--- config.mk ---
export PLATFORM = sky130hd
export DESIGN_NAME = pcie_slot_reset_sequencer_core_flat
export DESIGN_NICKNAME = d
export VERILOG_FILES = /design/src/rtl/pssr_pkg.sv /design/src/rtl/pssr_if.sv /design/src/rtl/pssr_fsm.sv /design/src/rtl/pcie_slot_reset_sequencer_core.sv /design/src/flat_wrapper.sv
export SDC_FILE = /design/constraint.sdc
export NUM_CORES = 1
export LEC_CHECK = 0
export ABC_AREA = 1
export BUFFER_PORTS_ARGS = -buffer_cell sky130_fd_sc_hd__buf_2
export CORE_ASPECT_RATIO = 1.4
export CORE_MARGIN = 5
export CORE_UTILIZATION = 60
export DETAILED_ROUTE_END_ITERATION = 16
export GPL_TIMING_DRIVEN = 0
export PLACE_DENSITY_LB_ADDON = 0.2
export REMOVE_ABC_BUFFERS = 1
export SLEW_MARGIN = 20
export SYNTH_ARGS = -nofsm -noshare
export SYNTH_HDL_FRONTEND = slang
export SYNTH_SLANG_ARGS = --single-unit
--- constraint.sdc ---
create_clock -name clk -period 2.1 [get_ports clk]
set_input_delay 0.42 -clock clk [delete_from_list [all_inputs] [get_ports clk]]
set_output_delay 0.42 -clock clk [all_outputs]
set_load 0.02 [all_outputs]
--- src/rtl/pssr_pkg.sv ---
// pssr_pkg: types and constants shared by the slot reset sequencer files
// no dependencies; compile first
`default_nettype none

package pssr_pkg;

    // sequence phases, as reported on the result channel
    typedef enum logic [2:0] {
        PH_IDLE        = 3'd0,
        PH_POWER_OFF   = 3'd1,
        PH_RESET_START = 3'd2,
        PH_RESET_HOLD  = 3'd3,
        PH_LINK_START  = 3'd4,
        PH_DELAY_FINAL = 3'd5,
        PH_POLLING     = 3'd6
    } phase_t;

    // input item kinds
    localparam logic [1:0] KIND_TICK = 2'd0;
    localparam logic [1:0] KIND_HOT  = 2'd1;
    localparam logic [1:0] KIND_FUND = 2'd2;

    // link notice codes
    localparam logic [1:0] NOTICE_NONE = 2'd0;
    localparam logic [1:0] NOTICE_DOWN = 2'd1;
    localparam logic [1:0] NOTICE_UP   = 2'd2;

    // completion status codes
    localparam logic [1:0] STAT_NONE       = 2'd0;
    localparam logic [1:0] STAT_OK         = 2'd1;
    localparam logic [1:0] STAT_TIMEOUT    = 2'd2;
    localparam logic [1:0] STAT_UNEXPECTED = 2'd3;

    // power indicator codes
    localparam logic [1:0] IND_ON  = 2'd1;
    localparam logic [1:0] IND_OFF = 2'd3;

    // field widths
    localparam int MS_W    = 11;
    localparam int RETRY_W = 8;
    localparam int CIDX_W  = 3;
    localparam int CDATA_W = 11;

    // configuration register indexes
    localparam logic [CIDX_W-1:0] CFG_LINK_REPORT = 3'd0;
    localparam logic [CIDX_W-1:0] CFG_POWER_CTRL  = 3'd1;
    localparam logic [CIDX_W-1:0] CFG_POWER_WAIT  = 3'd2;
    localparam logic [CIDX_W-1:0] CFG_RESET_HOLD  = 3'd3;
    localparam logic [CIDX_W-1:0] CFG_SETTLE      = 3'd4;
    localparam logic [CIDX_W-1:0] CFG_POLL_IVL    = 3'd5;
    localparam logic [CIDX_W-1:0] CFG_POLL_RETRY  = 3'd6;
    localparam logic [CIDX_W-1:0] CFG_NO_REPORT   = 3'd7;

    // configuration reset values
    localparam logic [MS_W-1:0]    RST_POWER_WAIT = 11'd50;
    localparam logic [MS_W-1:0]    RST_RESET_HOLD = 11'd250;
    localparam logic [MS_W-1:0]    RST_SETTLE     = 11'd1800;
    localparam logic [MS_W-1:0]    RST_POLL_IVL   = 11'd20;
    localparam logic [RETRY_W-1:0] RST_POLL_RETRY = 8'd250;
    localparam logic [MS_W-1:0]    RST_NO_REPORT  = 11'd1000;

    // configuration register set
    typedef struct packed {
        logic               link_report_capable;
        logic               power_control_capable;
        logic [MS_W-1:0]    power_wait_ms;
        logic [MS_W-1:0]    reset_hold_ms;
        logic [MS_W-1:0]    settle_ms;
        logic [MS_W-1:0]    poll_interval_ms;
        logic [RETRY_W-1:0] poll_retries;
        logic [MS_W-1:0]    no_report_wait_ms;
    } cfg_t;

    // one input beat
    typedef struct packed {
        logic [1:0] kind;
        logic       presence;
        logic       link_active;
    } item_t;

    // one result beat
    typedef struct packed {
        logic [2:0] phase;
        logic       secondary_reset;
        logic       power_off;
        logic [1:0] power_indicator;
        logic       link_enable_pulse;
        logic [1:0] link_notice;
        logic [1:0] status;
    } result_t;

endpackage

`default_nettype wire

--- src/rtl/pssr_if.sv ---
// pssr_item_if, pssr_result_if: valid/ready channels of the slot reset sequencer
// no dependencies
`default_nettype none

interface pssr_item_if;
    logic       valid;
    logic       ready;
    logic [1:0] kind;
    logic       presence;
    logic       link_active;

    modport source (output valid, output kind, output presence, output link_active,
                    input ready);
    modport sink   (input valid, input kind, input presence, input link_active,
                    output ready);
endinterface

interface pssr_result_if;
    logic       valid;
    logic       ready;
    logic [2:0] phase;
    logic       secondary_reset;
    logic       power_off;
    logic [1:0] power_indicator;
    logic       link_enable_pulse;
    logic [1:0] link_notice;
    logic [1:0] status;

    modport source (output valid, output phase, output secondary_reset, output power_off,
                    output power_indicator, output link_enable_pulse,
                    output link_notice, output status, input ready);
    modport sink   (input valid, input phase, input secondary_reset, input power_off,
                    input power_indicator, input link_enable_pulse,
                    input link_notice, input status, output ready);
endinterface

`default_nettype wire

--- src/rtl/pssr_fsm.sv ---
// pssr_fsm: sequencer state registers and one-beat step logic
// depends on pssr_pkg
`default_nettype none

module pssr_fsm
    import pssr_pkg::*;
(
    input  wire logic    clk,
    input  wire logic    rst_n,
    input  wire logic    step,
    input  wire item_t   item,
    input  wire cfg_t    cfg,
    output      result_t result
);

    phase_t             cur_phase_reg, cur_phase_next;
    logic [MS_W-1:0]    wait_left_reg, wait_left_next;
    logic [RETRY_W-1:0] retries_left_reg, retries_left_next;
    logic               power_off_reg, power_off_next;
    logic               reset_level_reg, reset_level_next;
    logic [1:0]         indicator_reg, indicator_next;
    logic               pulse;
    logic [1:0]         notice;
    logic [1:0]         status;

    // state registers
    always_ff @(posedge clk or negedge rst_n)
    begin
        if (!rst_n)
        begin
            cur_phase_reg    <= PH_IDLE;
            wait_left_reg    <= '0;
            retries_left_reg <= '0;
            power_off_reg    <= 1'b0;
            reset_level_reg  <= 1'b0;
            indicator_reg    <= IND_ON;
        end
        else if (step)
        begin
            cur_phase_reg    <= cur_phase_next;
            wait_left_reg    <= wait_left_next;
            retries_left_reg <= retries_left_next;
            power_off_reg    <= power_off_next;
            reset_level_reg  <= reset_level_next;
            indicator_reg    <= indicator_next;
        end
    end

    // next state for one beat
    always_comb
    begin
        cur_phase_next    = cur_phase_reg;
        wait_left_next    = wait_left_reg;
        retries_left_next = retries_left_reg;
        power_off_next    = power_off_reg;
        reset_level_next  = reset_level_reg;
        indicator_next    = indicator_reg;
        pulse             = 1'b0;
        notice            = NOTICE_NONE;
        status            = STAT_NONE;

        case (item.kind)
            KIND_TICK:
            begin
                if (cur_phase_reg != PH_IDLE)
                begin
                    if (wait_left_reg > 11'd1)
                    begin
                        wait_left_next = wait_left_reg - 11'd1;
                    end
                    else
                    begin
                        // wait expired: run the phase action
                        wait_left_next = '0;
                        case (cur_phase_reg)
                            PH_POWER_OFF:
                            begin
                                if (cfg.power_control_capable)
                                begin
                                    power_off_next = 1'b0;
                                    indicator_next = IND_ON;
                                end
                                cur_phase_next = PH_RESET_START;
                                wait_left_next = cfg.power_wait_ms;
                            end
                            PH_RESET_START:
                            begin
                                reset_level_next = 1'b1;
                                cur_phase_next   = PH_RESET_HOLD;
                                wait_left_next   = cfg.reset_hold_ms;
                            end
                            PH_RESET_HOLD:
                            begin
                                reset_level_next = 1'b0;
                                cur_phase_next   = PH_LINK_START;
                                wait_left_next   = cfg.settle_ms;
                            end
                            PH_LINK_START:
                            begin
                                if (!item.presence)
                                begin
                                    cur_phase_next = PH_IDLE;
                                    status         = STAT_OK;
                                end
                                else
                                begin
                                    pulse = 1'b1;
                                    if (!cfg.link_report_capable)
                                    begin
                                        cur_phase_next = PH_DELAY_FINAL;
                                        wait_left_next = cfg.no_report_wait_ms;
                                    end
                                    else
                                    begin
                                        retries_left_next = cfg.poll_retries;
                                        cur_phase_next    = PH_POLLING;
                                        wait_left_next    = cfg.poll_interval_ms;
                                    end
                                end
                            end
                            PH_DELAY_FINAL:
                            begin
                                notice         = NOTICE_UP;
                                cur_phase_next = PH_IDLE;
                                status         = STAT_OK;
                            end
                            PH_POLLING:
                            begin
                                if (item.link_active)
                                begin
                                    notice         = NOTICE_UP;
                                    cur_phase_next = PH_IDLE;
                                    status         = STAT_OK;
                                end
                                else if (retries_left_reg == '0)
                                begin
                                    cur_phase_next = PH_IDLE;
                                    status         = STAT_TIMEOUT;
                                end
                                else
                                begin
                                    retries_left_next = retries_left_reg - 8'd1;
                                    wait_left_next    = cfg.poll_interval_ms;
                                end
                            end
                            default:
                            begin
                                cur_phase_next = PH_IDLE;
                                status         = STAT_NONE;
                            end
                        endcase
                    end
                end
            end
            KIND_HOT, KIND_FUND:
            begin
                if (cur_phase_reg != PH_IDLE)
                begin
                    // request while busy aborts
                    cur_phase_next = PH_IDLE;
                    wait_left_next = '0;
                    status         = STAT_UNEXPECTED;
                end
                else if (item.kind == KIND_HOT)
                begin
                    notice           = NOTICE_DOWN;
                    reset_level_next = 1'b1;
                    cur_phase_next   = PH_RESET_HOLD;
                    wait_left_next   = cfg.reset_hold_ms;
                end
                else
                begin
                    notice         = NOTICE_DOWN;
                    wait_left_next = cfg.power_wait_ms;
                    if (!cfg.power_control_capable || !power_off_reg)
                    begin
                        if (cfg.power_control_capable)
                        begin
                            power_off_next = 1'b1;
                            indicator_next = IND_OFF;
                        end
                        cur_phase_next = PH_POWER_OFF;
                    end
                    else
                    begin
                        power_off_next = 1'b0;
                        indicator_next = IND_ON;
                        cur_phase_next = PH_RESET_START;
                    end
                end
            end
            default:
            begin
                // unused kind leaves the state alone
            end
        endcase
    end

    // result fields after this beat
    always_comb
    begin
        result.phase             = cur_phase_next;
        result.secondary_reset   = reset_level_next;
        result.power_off         = power_off_next;
        result.power_indicator   = indicator_next;
        result.link_enable_pulse = pulse;
        result.link_notice       = notice;
        result.status            = status;
    end

endmodule

`default_nettype wire

--- src/rtl/pcie_slot_reset_sequencer_core.sv ---
// pcie_slot_reset_sequencer_core: top level with input, result and config registers
// depends on pssr_pkg, pssr_if.sv, pssr_fsm
`default_nettype none

// channel   dir  handshake       payload
// item      in   valid/ready     kind, presence, link_active
// result    out  valid/ready     phase, secondary_reset, power_off, power_indicator,
//                                link_enable_pulse, link_notice, status
// config    in   wr_en           wr_index, wr_data
//
// one beat per clock while the result channel does not stall; a beat is captured in the
// input register and its result is then registered in the result register
// the sequencer state updates as the beat moves from input to result register
// a stalled result holds the input register; the item channel stays open while
// the input register is empty or moving
// reset clears state and loads the default config values

module pcie_slot_reset_sequencer_core
    import pssr_pkg::*;
(
    input  wire logic              clk,
    input  wire logic              rst_n,
    pssr_item_if.sink              item,
    pssr_result_if.source          result,
    input  wire logic              wr_en,
    input  wire logic [CIDX_W-1:0] wr_index,
    input  wire logic [CDATA_W-1:0] wr_data
);

    cfg_t    cfg_reg;
    logic    in_valid_reg;
    item_t   in_item_reg;
    logic    out_valid_reg;
    result_t out_reg;
    result_t step_result;
    logic    advance;
    logic    step;

    // config writes
    always_ff @(posedge clk or negedge rst_n)
    begin
        if (!rst_n)
        begin
            cfg_reg.link_report_capable   <= 1'b1;
            cfg_reg.power_control_capable <= 1'b1;
            cfg_reg.power_wait_ms         <= RST_POWER_WAIT;
            cfg_reg.reset_hold_ms         <= RST_RESET_HOLD;
            cfg_reg.settle_ms             <= RST_SETTLE;
            cfg_reg.poll_interval_ms      <= RST_POLL_IVL;
            cfg_reg.poll_retries          <= RST_POLL_RETRY;
            cfg_reg.no_report_wait_ms     <= RST_NO_REPORT;
        end
        else if (wr_en)
        begin
            case (wr_index)
                CFG_LINK_REPORT: cfg_reg.link_report_capable   <= wr_data[0];
                CFG_POWER_CTRL:  cfg_reg.power_control_capable <= wr_data[0];
                CFG_POWER_WAIT:  cfg_reg.power_wait_ms         <= wr_data[MS_W-1:0];
                CFG_RESET_HOLD:  cfg_reg.reset_hold_ms         <= wr_data[MS_W-1:0];
                CFG_SETTLE:      cfg_reg.settle_ms             <= wr_data[MS_W-1:0];
                CFG_POLL_IVL:    cfg_reg.poll_interval_ms      <= wr_data[MS_W-1:0];
                CFG_POLL_RETRY:  cfg_reg.poll_retries          <= wr_data[RETRY_W-1:0];
                CFG_NO_REPORT:   cfg_reg.no_report_wait_ms     <= wr_data[MS_W-1:0];
                default:
                begin
                end
            endcase
        end
    end

    // pipeline flow control
    assign advance    = !out_valid_reg || result.ready;
    assign step       = in_valid_reg && advance;
    assign item.ready = !in_valid_reg || advance;

    // input register valid
    always_ff @(posedge clk or negedge rst_n)
    begin
        if (!rst_n)
        begin
            in_valid_reg <= 1'b0;
        end
        else if (item.ready)
        begin
            in_valid_reg <= item.valid;
        end
    end

    // input register payload
    always_ff @(posedge clk)
    begin
        if (item.ready && item.valid)
        begin
            in_item_reg.kind        <= item.kind;
            in_item_reg.presence    <= item.presence;
            in_item_reg.link_active <= item.link_active;
        end
    end

    pssr_fsm u_fsm (
        .clk    (clk),
        .rst_n  (rst_n),
        .step   (step),
        .item   (in_item_reg),
        .cfg    (cfg_reg),
        .result (step_result)
    );

    // result register valid
    always_ff @(posedge clk or negedge rst_n)
    begin
        if (!rst_n)
        begin
            out_valid_reg <= 1'b0;
        end
        else if (advance)
        begin
            out_valid_reg <= in_valid_reg;
        end
    end

    // result register payload
    always_ff @(posedge clk)
    begin
        if (step)
        begin
            out_reg <= step_result;
        end
    end

    // result beat
    assign result.valid             = out_valid_reg;
    assign result.phase             = out_reg.phase;
    assign result.secondary_reset   = out_reg.secondary_reset;
    assign result.power_off         = out_reg.power_off;
    assign result.power_indicator   = out_reg.power_indicator;
    assign result.link_enable_pulse = out_reg.link_enable_pulse;
    assign result.link_notice       = out_reg.link_notice;
    assign result.status            = out_reg.status;

endmodule

`default_nettype wire
--- src/flat_wrapper.sv ---
// flat-port wrapper written by rule: the top's interface ports become plain ports
module pcie_slot_reset_sequencer_core_flat import pssr_pkg::*;
  (clk, rst_n, wr_en, wr_index, wr_data, item_valid, item_kind, item_presence, item_link_active, item_ready, result_valid, result_phase, result_secondary_reset, result_power_off, result_power_indicator, result_link_enable_pulse, result_link_notice, result_status, result_ready);
  pssr_item_if item_i ();
  pssr_result_if result_i ();
  input  wire logic clk;
  input  wire logic rst_n;
  input  wire logic wr_en;
  input  wire logic [CIDX_W-1:0] wr_index;
  input  wire logic [CDATA_W-1:0] wr_data;
  input wire logic [$bits(item_i.valid)-1:0] item_valid;
  input wire logic [$bits(item_i.kind)-1:0] item_kind;
  input wire logic [$bits(item_i.presence)-1:0] item_presence;
  input wire logic [$bits(item_i.link_active)-1:0] item_link_active;
  output wire logic [$bits(item_i.ready)-1:0] item_ready;
  output wire logic [$bits(result_i.valid)-1:0] result_valid;
  output wire logic [$bits(result_i.phase)-1:0] result_phase;
  output wire logic [$bits(result_i.secondary_reset)-1:0] result_secondary_reset;
  output wire logic [$bits(result_i.power_off)-1:0] result_power_off;
  output wire logic [$bits(result_i.power_indicator)-1:0] result_power_indicator;
  output wire logic [$bits(result_i.link_enable_pulse)-1:0] result_link_enable_pulse;
  output wire logic [$bits(result_i.link_notice)-1:0] result_link_notice;
  output wire logic [$bits(result_i.status)-1:0] result_status;
  input wire logic [$bits(result_i.ready)-1:0] result_ready;
  assign item_i.valid = item_valid;
  assign item_i.kind = item_kind;
  assign item_i.presence = item_presence;
  assign item_i.link_active = item_link_active;
  assign item_ready = item_i.ready;
  assign result_valid = result_i.valid;
  assign result_phase = result_i.phase;
  assign result_secondary_reset = result_i.secondary_reset;
  assign result_power_off = result_i.power_off;
  assign result_power_indicator = result_i.power_indicator;
  assign result_link_enable_pulse = result_i.link_enable_pulse;
  assign result_link_notice = result_i.link_notice;
  assign result_status = result_i.status;
  assign result_i.ready = result_ready;
  pcie_slot_reset_sequencer_core u_core (.clk(clk), .rst_n(rst_n), .item(item_i), .result(result_i), .wr_en(wr_en), .wr_index(wr_index), .wr_data(wr_data));
endmodule
# Yosys cells after proc, flatten, opt, wreduce, memory -nomap -nowiden
# Index checks and enable logic that the tools add are counted.
# totals
inputBits,23
output_inout_bits,14
elab_cells,145
regBits,109
# op_classes
addsub,2
reduce_logical,27
n_mux,65
order_cmp,1
n_bitwise,4
eq_ne,20
# op_table
op,count
11-bit 2-to-1 mux,8
11-bit case mux with 5 select lines,1
2-bit 2-to-1 mux,20
8-bit 2-to-1 mux,4
11-bit case mux with 2 select lines,1
"3-bit equality test, second input constant",7
2-bit case mux with 2 select lines,4
8-bit case mux with 2 select lines,1
2-bit AND reduction,8
1-bit 2-to-1 mux,15
3-bit 2-to-1 mux,5
3-bit case mux with 5 select lines,1
"3-bit by 2-bit equality test with 1-bit output, second input constant",4
"11-bit by 1-bit greater-than comparator with 1-bit output, second input constant",1
"11-bit by 1-bit subtractor with 11-bit output, second input constant",1
9-bit AND reduction,1
8-bit zero test,1
"8-bit by 1-bit subtractor with 8-bit output, second input constant",1
"3-bit by 1-bit equality test with 1-bit output, second input constant",2
"2-bit != test, second input constant",3
1-bit case mux with 2 select lines,3
2-bit case mux with 3 select lines,1
3-bit case mux with 2 select lines,1
1-bit zero test,4
other kinds (13),21

# Longest topological paths before layout
# Gate-level depths: netlist (run 1).
# depth
ltp_word,7
depth_mapped,12
ltp_nobuf,11

# Cells and area by module
# A second synthesis (run 1) with hierarchy kept.
# hier_totals
cells_unflattened,863
hier_area_um2,6180.9
# by_module_without_submodules
module,cells_each,area_per_inst_um2,seq_area_each_um2,instances
pcie_slot_reset_sequencer_core,327,3185.6,2193.4,1
pssr_fsm,536,2995.4,651.9,1

# Worst setup path before layout (run 1)
# No wires, ideal clock.
# synth_path
kind,reg2reg
startpoint,register u_core.in_item_reg[2] (netlist name)
endpoint,"register u_core.out_reg, in the netlist u_core.result.secondary_reset (data pin)"
path_stages_with_launch,9
arrival_time_ns,1.537
setup_time_ns,0.267
path_slack_ns,0.296
synth_period_minus_slack_ns,1.804
path_buffers,2
path_cell_list,edfxtp_1 inv_1 ha_1 buf_2 inv_1 clkbuf_1 a21oi_1 nor3_1 a21boi_0
# synth_lines
item,line_no,text
"start, declared",pcie_slot_reset_sequencer_core.sv:32,item_t in_item_reg;
"end signal, assigned",pcie_slot_reset_sequencer_core.sv:127,out_reg <= step_result;
"end, declared",pcie_slot_reset_sequencer_core.sv:34,result_t out_reg;

# Worst setup path in the final report (run 1)
# layout_path
startpoint,register u_core.u_fsm.wait_left_reg[1]
endpoint,register u_core.u_fsm.retries_left_reg[6]
# layout_via
elab_chain_cells,3
# layout_rtl
item,line_no,text
"start, declared",pssr_fsm.sv:17,"logic [MS_W-1:0] wait_left_reg, wait_left_next;"
"start signal, assigned",pssr_fsm.sv:41,wait_left_reg <= wait_left_next;
11-bit by 1-bit greater-than comparator with 1-bit output,pssr_fsm.sv:67,if (wait_left_reg > 11'd1)
1-bit inverter (no source line),-,
9-bit AND reduction (no source line),-,
"end signal, assigned",pssr_fsm.sv:42,retries_left_reg <= retries_left_next;
"end, declared",pssr_fsm.sv:18,"logic [RETRY_W-1:0] retries_left_reg, retries_left_next;"
# Every way passes these cells.
# A chain may end at the register's enable or synchronous reset.

==> impl_metrics.csv, run 1 <==
group,metric,value,unit
die,die_width,93.7,µm
die,die_h,127,µm
setup_path,cp.arrival,2.27,ns
logic_synthesis,yosysTopAreaCellShare,0.268,
timing,setup_violations,0,
clocking,clkTransAtPathRegs,0.07,ns
clocking,cts_buffer_depth,2,
route,routed_via_density,5.67,
grt,track_usage,0.248,
setup_path,crit_path_start,"u_core.u_fsm.wait_left_reg[1]",
setup_path,r2r_end,"u_core.u_fsm.retries_left_reg[6]",
place,port-buffer-count,36,
clocking,cts_root_buf,"clkbuf_16",
setup_path,worst_ep_required_time,2.34,ns
logic_synthesis,synth_area_per_cell,7.83,µm²
final_layout,largest_reg_flops,65,
setup_path,rr_startpoint,"u_core.u_fsm.wait_left_reg[1]",
timing,hold_violations,3,
die,num_io_pins,37,
die,start_util,0.619,
outcome,violations,"hold timing",
timing,maxSlewHeadroom,0.429,
timing,min_period_over_period,0.967,
setup_path,crit_fanout,16,
logic_synthesis,synth-seq-cells,109,
clocking,cts_tree,"built",
logic_synthesis,yosysTopAreaCell,"dfrtp_1",
power_and_ir_drop,leakage,3.10,nW
outcome,status,"complete, but fails checks",
route,drt_first_pass_iters,6,
clocking,clock-sinks,109,
logic_synthesis,synth_area_leaders,"dfrtp_1 (27%), nand2_1 (16%), dfstp_2 (13%), edfxtp_1 (8.2%), o21ai_0 (5.2%)",
place,dp_hpwl,9.67,mm
timing,finalSetupTns,0,ns
timing,tightest_slew,0.854,ns
route,ant_nets,0,
grt,grt_max_degree,49,
clocking,cts-buffers-inserted,9,
route,routedWlPerCell,16.0,µm
final_layout,nFillCells,773,
grt,overflow,0,
worst_hold_path,hp-class,"in -> async",
setup_path,path_class,"reg -> reg",
final_layout,regArea,0.00285,mm²
clocking,htree_levels,3,
setup_path,start_kind,"flop",
grt,grt_pass1_wl,23.3,mm
timing,final.setup_skew,0.00824,ns
route,routed_wirelength,14.6,mm
die,row_count,42,
place,dp_cells,889,
route,dr_total_vias,5172,
die,fp.coreArea,0.00951,mm²
timing,hold_slack,-0.0115,ns
final_layout,multi_input_area,0.00270,mm²
setup_path,endpoint,"u_core.u_fsm.retries_left_reg[6]",
timing,max_freq,0.492,GHz
timing,period_minus_slack,2.03,ns
final_layout,syn2layout_area_growth,10.9,%
timing,slew_violations,0,
grt,antenna_found_initial,0,
logic_synthesis,synthDistinctLibCells,39,
clocking,clk_latency,0.35,ns
power_and_ir_drop,power_density,1100,mW/mm²
power_and_ir_drop,peakVddDrop,0.482,mV
flow_run,drv_cap,0,
place,gp_congestion,0.941,
setup_path,r2r_slack,0.07,ns
die,die-area,0.0119,mm²
logic_synthesis,ys_seq_area_frac,0.483,
final_layout,antenna-diode-count,0,
setup_path,r2r_cells,10,
final_layout,post_layout_nonfiller_instances,912,
grt,grt_pass1_vias,5019,
logic_synthesis,synth_cells,752,
timing,rsz0062_at_grt,"true",
route,route.detailed.drc,0,
setup_path,endpoint_kind,"flop",
route,drt_iter0_drc,425,
final_layout,drive_gt1_frac,0.173,
logic_synthesis,yosys_warnings,0,
final_layout,layout.nets,806,
logic_synthesis,netlist_area,0.00589,mm²
## Yosys cell counts
| library cell | count |
|---|---|
| nor2_8 | 1 |
| ha_1 | 8 |
| a21oi_2 | 1 |
| dfstp_2 | 30 |
| inv_1 | 59 |
| inv_2 | 4 |
| nor3_1 | 5 |
| nand2_1 | 257 |
| o31ai_1 | 1 |
| o21ai_0 | 61 |
| inv_4 | 2 |
| nor2_2 | 5 |
| a21oi_1 | 40 |
| a21boi_1 | 1 |
| clkbuf_1 | 16 |
| o211ai_1 | 2 |
| nor2_1 | 47 |
| o22ai_1 | 1 |
| buf_6 | 3 |
| o21ai_2 | 7 |
| a21boi_0 | 5 |
| nand3_1 | 57 |
| o21ai_1 | 2 |
| a31oi_1 | 11 |
| buf_4 | 7 |
| dfrtp_1 | 63 |
| xor2_1 | 7 |
| nand2_2 | 5 |
| xnor2_1 | 2 |
| or2_2 | 5 |
| mux2i_1 | 3 |
| nor3_4 | 1 |
| nor2_4 | 1 |
| nand2_4 | 1 |
| nand3b_1 | 1 |
| nand3_4 | 2 |
| edfxtp_1 | 16 |
| nand4_1 | 5 |
| buf_2 | 7 |
## placed cells by master, fill, tap and decap left out, types with 6 or more instances in the layout
master     netlist  routed
o21ai_0         61      61
nand3_1         57      57
o21ai_2          7       7
a21oi_1         40      39
a31oi_1         11      11
inv_1           59      57
nor2_2           5       6
clkbuf_16        0      10
buf_2            7      35
dfrtp_1         63      62
edfxtp_1        16      16
nand2_1        257     256
dfstp_2         30      30
xor2_1           7       7
nor2_1          47      44
ha_1             8       6
## worst min path at each step
stage | start | slack [ns] | to | cells past startpoint
6_report | rst_n | -0.01 | u_core.result.valid | 1
5_1_grt | rst_n | 0.02 | u_core.result.valid | 1
4_1_cts | rst_n | 0.004 | u_core.result.valid | 1
3_5_place_dp | rst_n | 0.38 | u_core.result.valid | 1
3_3_place_gp | u_core.u_fsm.reset_level_reg | 0.46 | u_core.u_fsm.reset_level_reg | 2
2_1_floorplan | rst_n | 0.12 | u_core.cfg_reg[0] | 0
## what timing repair did
item,CTS,global route
pin swaps,2,3
resized for setup,10,7
endpoints found under the setup margin,32,27
cloned,1,1
hold buffers,0,0
setup buffers,4,1
## stage by stage
stage	area, µm²	util	total power [mW]	worst slack, ns
after floorplan	5710	-	4.70	0.153
after global placement	6050	0.637	5.24	-0.670
after detailed placement	6100	0.641	5.36	-0.355
after CTS	6470	0.680	7.10	0.0209
after global routing	6530	0.687	7.61	-0.0819
final	6530	0.687	7.19	0.0683
## power by group
| part | switching (mW) | internal [mW] |
|---|---|---|
| logic | 1.56 | 0.864 |
| registers | 0.398 | 2.71 |
| clock network | 0.758 | 0.909 |
| total | 2.71 | 4.48 |
## cells by family after synthesis
group,synth area share
AND/OR/NAND/NOR,0.285
AO/OA/AOI/OAI,0.124
flip-flops,0.483
buffers and inverters,0.0731
XOR/XNOR,0.0134
adder cells (fa/ha/maj),0.0170
multiplexers,0.00510
## metal layers
layer / share of wire / global-route usage / up-vias
met3: 0.056 / 0.0335 / 47
met2: 0.52 / 0.430 / 201
met4: 0.033 / 0.119 / 0
met5: 0 / 0 / -
li1: - / - / 2477
met1: 0.40 / 0.300 / 2447
## cell type report
class / count / share of cell area
multi-input cells: 547 / 0.413
clock buffers: 13 / 0.0416
flip-flops and latches: 109 / 0.436
well taps: 132 / 0.0253
inverters: 65 / 0.0393
clock inverters: 3 / 0.00287
repair buffers: 43 / 0.0416
## worst max-delay path, stage by stage, from the launching register on
cell and delay (ns):
dfrtp_1 0.38, inv_1 0.10, ha_1 0.16, nand2_1 0.06, nand3b_1 0.26, nand2_4 0.20, inv_2 0.18, a21oi_4 0.24
nand3_4 0.17, nand2_1 0.11, o21ai_2 0.05
Note: power is estimated with default switching activity, not from simulation.
==> inputs of run 2 (changes only) <==
- clock period: 2.1 -> 1.93 ns (I/O delays scaled with it)
==> run 2 against run 1 <==
The run ends with setup timing left. Count of clock-buffer cells in the layout did not move. Fmax grew 4.7%. First-iteration DRC count increased by 7.3%. Cell count grew 1.5%. Design area rose by 2.7%. Critical endpoint is now u_core.result.phase[0]. Clock skew increased by 0.0035 ns. Sequential share of layout area decreased by 1.1 points. Sequential cell count unchanged. Core utilization rose by 1.9 points.
==> impl_metrics.csv, run 2 (same netlist as run 1, synthesis figures left out) <==
group,metric,value,unit
grt,grt_pass1_vias,5113,
timing,min_period_over_period,1.01,
power_and_ir_drop,p_comb_frac,0.350,
clocking,cts_tree,"built",
final_layout,final_cell_mix,"nand2_1 (255), o21ai_0 (61), dfrtp_1 (60), inv_1 (57), nand3_1 (57)",
timing,tightest_slew,0.831,ns
timing,rsz0062_at_grt,"true",
power_and_ir_drop,clkPwrFrac,0.227,
timing,setup_slack,-0.00973,ns
worst_hold_path,whs_endpoint,"u_core.in_item_reg[0]",
final_layout,syn2layout_area_growth,13.9,%
clocking,cts_buffer_depth,2,
final_layout,largest_reg_flops,65,
final_layout,antenna-diode-count,0,
setup_path,r2r_slack,-0.01,ns
timing,final.setup_skew,0.0118,ns
route,dr_total_vias,5307,
worst_hold_path,hp-start,"item_link_active",
clocking,clock-sinks,109,
power_and_ir_drop,power_switching,3.05,mW
setup_path,worst_ep_required_time,2.03,ns
timing,setup_violations,1,
timing,maxSlewHeadroom,0.444,
route,routedWlPerCell,16.7,µm
final_layout,final_common_cell,"nand2_1",
clocking,clkTransAtPathRegs,0.07,ns
final_layout,nFillCells,736,
setup_path,rr_startpoint,"u_core.cfg_reg[64]",
setup_path,r2r_cells,7,
power_and_ir_drop,power.total,8.01,mW
die,start_util,0.619,
place,dp_cells,889,
route,drt_first_pass_iters,5,
die,die_width,93.7,µm
outcome,violations,"setup timing",
setup_path,crit_fanout,6,
worst_hold_path,hold_depth,1,
die,die-area,0.0119,mm²
route,drt_iter0_drc,456,
clocking,clk_latency,0.35,ns
timing,period_minus_slack,1.94,ns
die,num_io_pins,37,
final_layout,post_layout_nonfiller_instances,926,
flow_run,drv_cap,0,
timing,hold_violations,0,
final_layout,layout.nets,820,
final_layout,drive_gt1_frac,0.196,
clocking,cts_root_buf,"clkbuf_16",
power_and_ir_drop,leakage,3.17,nW
power_and_ir_drop,peakVddDrop,0.550,mV
die,row_count,42,
grt,track_usage,0.253,
power_and_ir_drop,seq_power_share,0.423,
power_and_ir_drop,sw_frac_of_total,0.381,
setup_path,start_kind,"flop",
setup_path,path_class,"reg -> reg",
power_and_ir_drop,p_int,4.96,mW
route,route.detailed.drc,0,
grt,grt_pass1_wl,23.8,mm
outcome,status,"complete, but fails checks",
route,ant_nets,0,
die,fp.coreArea,0.00951,mm²
route,routed_wirelength,15.5,mm
timing,slew_violations,0,
place,dp_hpwl,9.67,mm
setup_path,cp.arrival,2.04,ns
setup_path,endpoint_kind,"flop",
setup_path,r2r_end,"u_core.result.phase[0]",
grt,overflow,0,
clocking,htree_levels,3,
power_and_ir_drop,power_density,1190,mW/mm²
die,die_h,127,µm
grt,antenna_found_initial,0,
grt,grt_max_degree,49,
place,port-buffer-count,36,
route,routed_via_density,5.73,
place,gp_congestion,0.941,
clocking,cts-buffers-inserted,9,
worst_hold_path,hp-class,"in -> reg",
timing,max_freq,0.516,GHz
## run 2: changes by cell type in the layout (fill, tap and decap cells not counted), sizes merged
cell         previous run  this run
clkbuf                 13        14
clkinvlp                2         3
buf                    43        54
dlygate4sd3             0         1
## run 2: layout make-up
class                   instances  area, µm²  share of cell area
repair inverters                1       7.51             0.00112
flip-flops and latches        109       2850               0.425
well taps                     132        165              0.0246
repair buffers                 56        382              0.0569
multi-input cells             547       2750               0.410
clock buffers                  13        272              0.0405
inverters                      65        264              0.0394
clock inverters                 3       18.8             0.00280
## run 2: worst max-delay path: stages, from the launching register on
cell and delay (ns):
dfstp_2 0.56, inv_1 0.05, nand4_1 0.26, clkinvlp_4 0.32
nor2_1 0.21, nand2_1 0.09, nand3_1 0.11, a21boi_1 0.07
## run 2: power groups by stage
stage               clock network [mW]  registers [mW]  logic [mW]
floorplan                            0            3.36        1.76
global placement                     0            3.37        2.34
detailed placement                   0            3.38        2.45
CTS                               1.82            3.36        2.60
global route                      1.91            3.44        3.09
finish                            1.82            3.39        2.80
## run 2: worst max path at each step
stage | start | to | slack, ns | cells after the start
floorplan | wr_index[1] | u_core.cfg_reg[10] | 0.02 | 3
global placement | wr_index[1] | u_core.cfg_reg[10] | -0.81 | 4
detailed placement | u_core.in_item_reg[2] | u_core.result.secondary_reset | -0.52 | 6
CTS | u_core.in_item_reg[2] | u_core.result.secondary_reset | 0.03 | 6
global route | u_core.cfg_reg[64] | u_core.u_fsm.cur_phase_reg[0] | -0.08 | 9
finish | u_core.cfg_reg[64] | u_core.result.phase[0] | -0.01 | 7
## run 2: through the flow
step / instance area, µm² / hold WS [ns] / setup TNS, ns / util / setup slack [ns]
after CTS: 6550 / 0.202 / 0 / 0.689 / 0.0284
final: 6710 / 0.206 / -0.00973 / 0.705 / -0.00973
after detailed placement: 6100 / 0.345 / -12.19 / 0.641 / -0.525
after floorplan: 5710 / 0.0904 / 0 / - / 0.0168
after global placement: 6050 / 0.463 / -42.71 / 0.637 / -0.806
after global routing: 6710 / 0.198 / -0.230 / 0.705 / -0.0841
## run 2: what timing repair did
| action | CTS | global route |
|---|---|---|
| endpoints found under the setup margin | 34 | 30 |
| hold buffers | 1 | 0 |
| pin swaps | 4 | 4 |
| buffers inserted | 8 | 9 |
| hold endpoints to repair | 28 | 0 |
| resized for setup | 19 | 17 |
| cloned | 2 | 1 |
## run 2: per-layer routing
layer | global-route usage | part of all wire | vias to the layer above
li1 | - | - | 2504
met1 | 0.302 | 0.39 | 2506
met2 | 0.441 | 0.51 | 239
met3 | 0.0365 | 0.061 | 58
met4 | 0.127 | 0.040 | 0
met5 | 0 | 0 | -
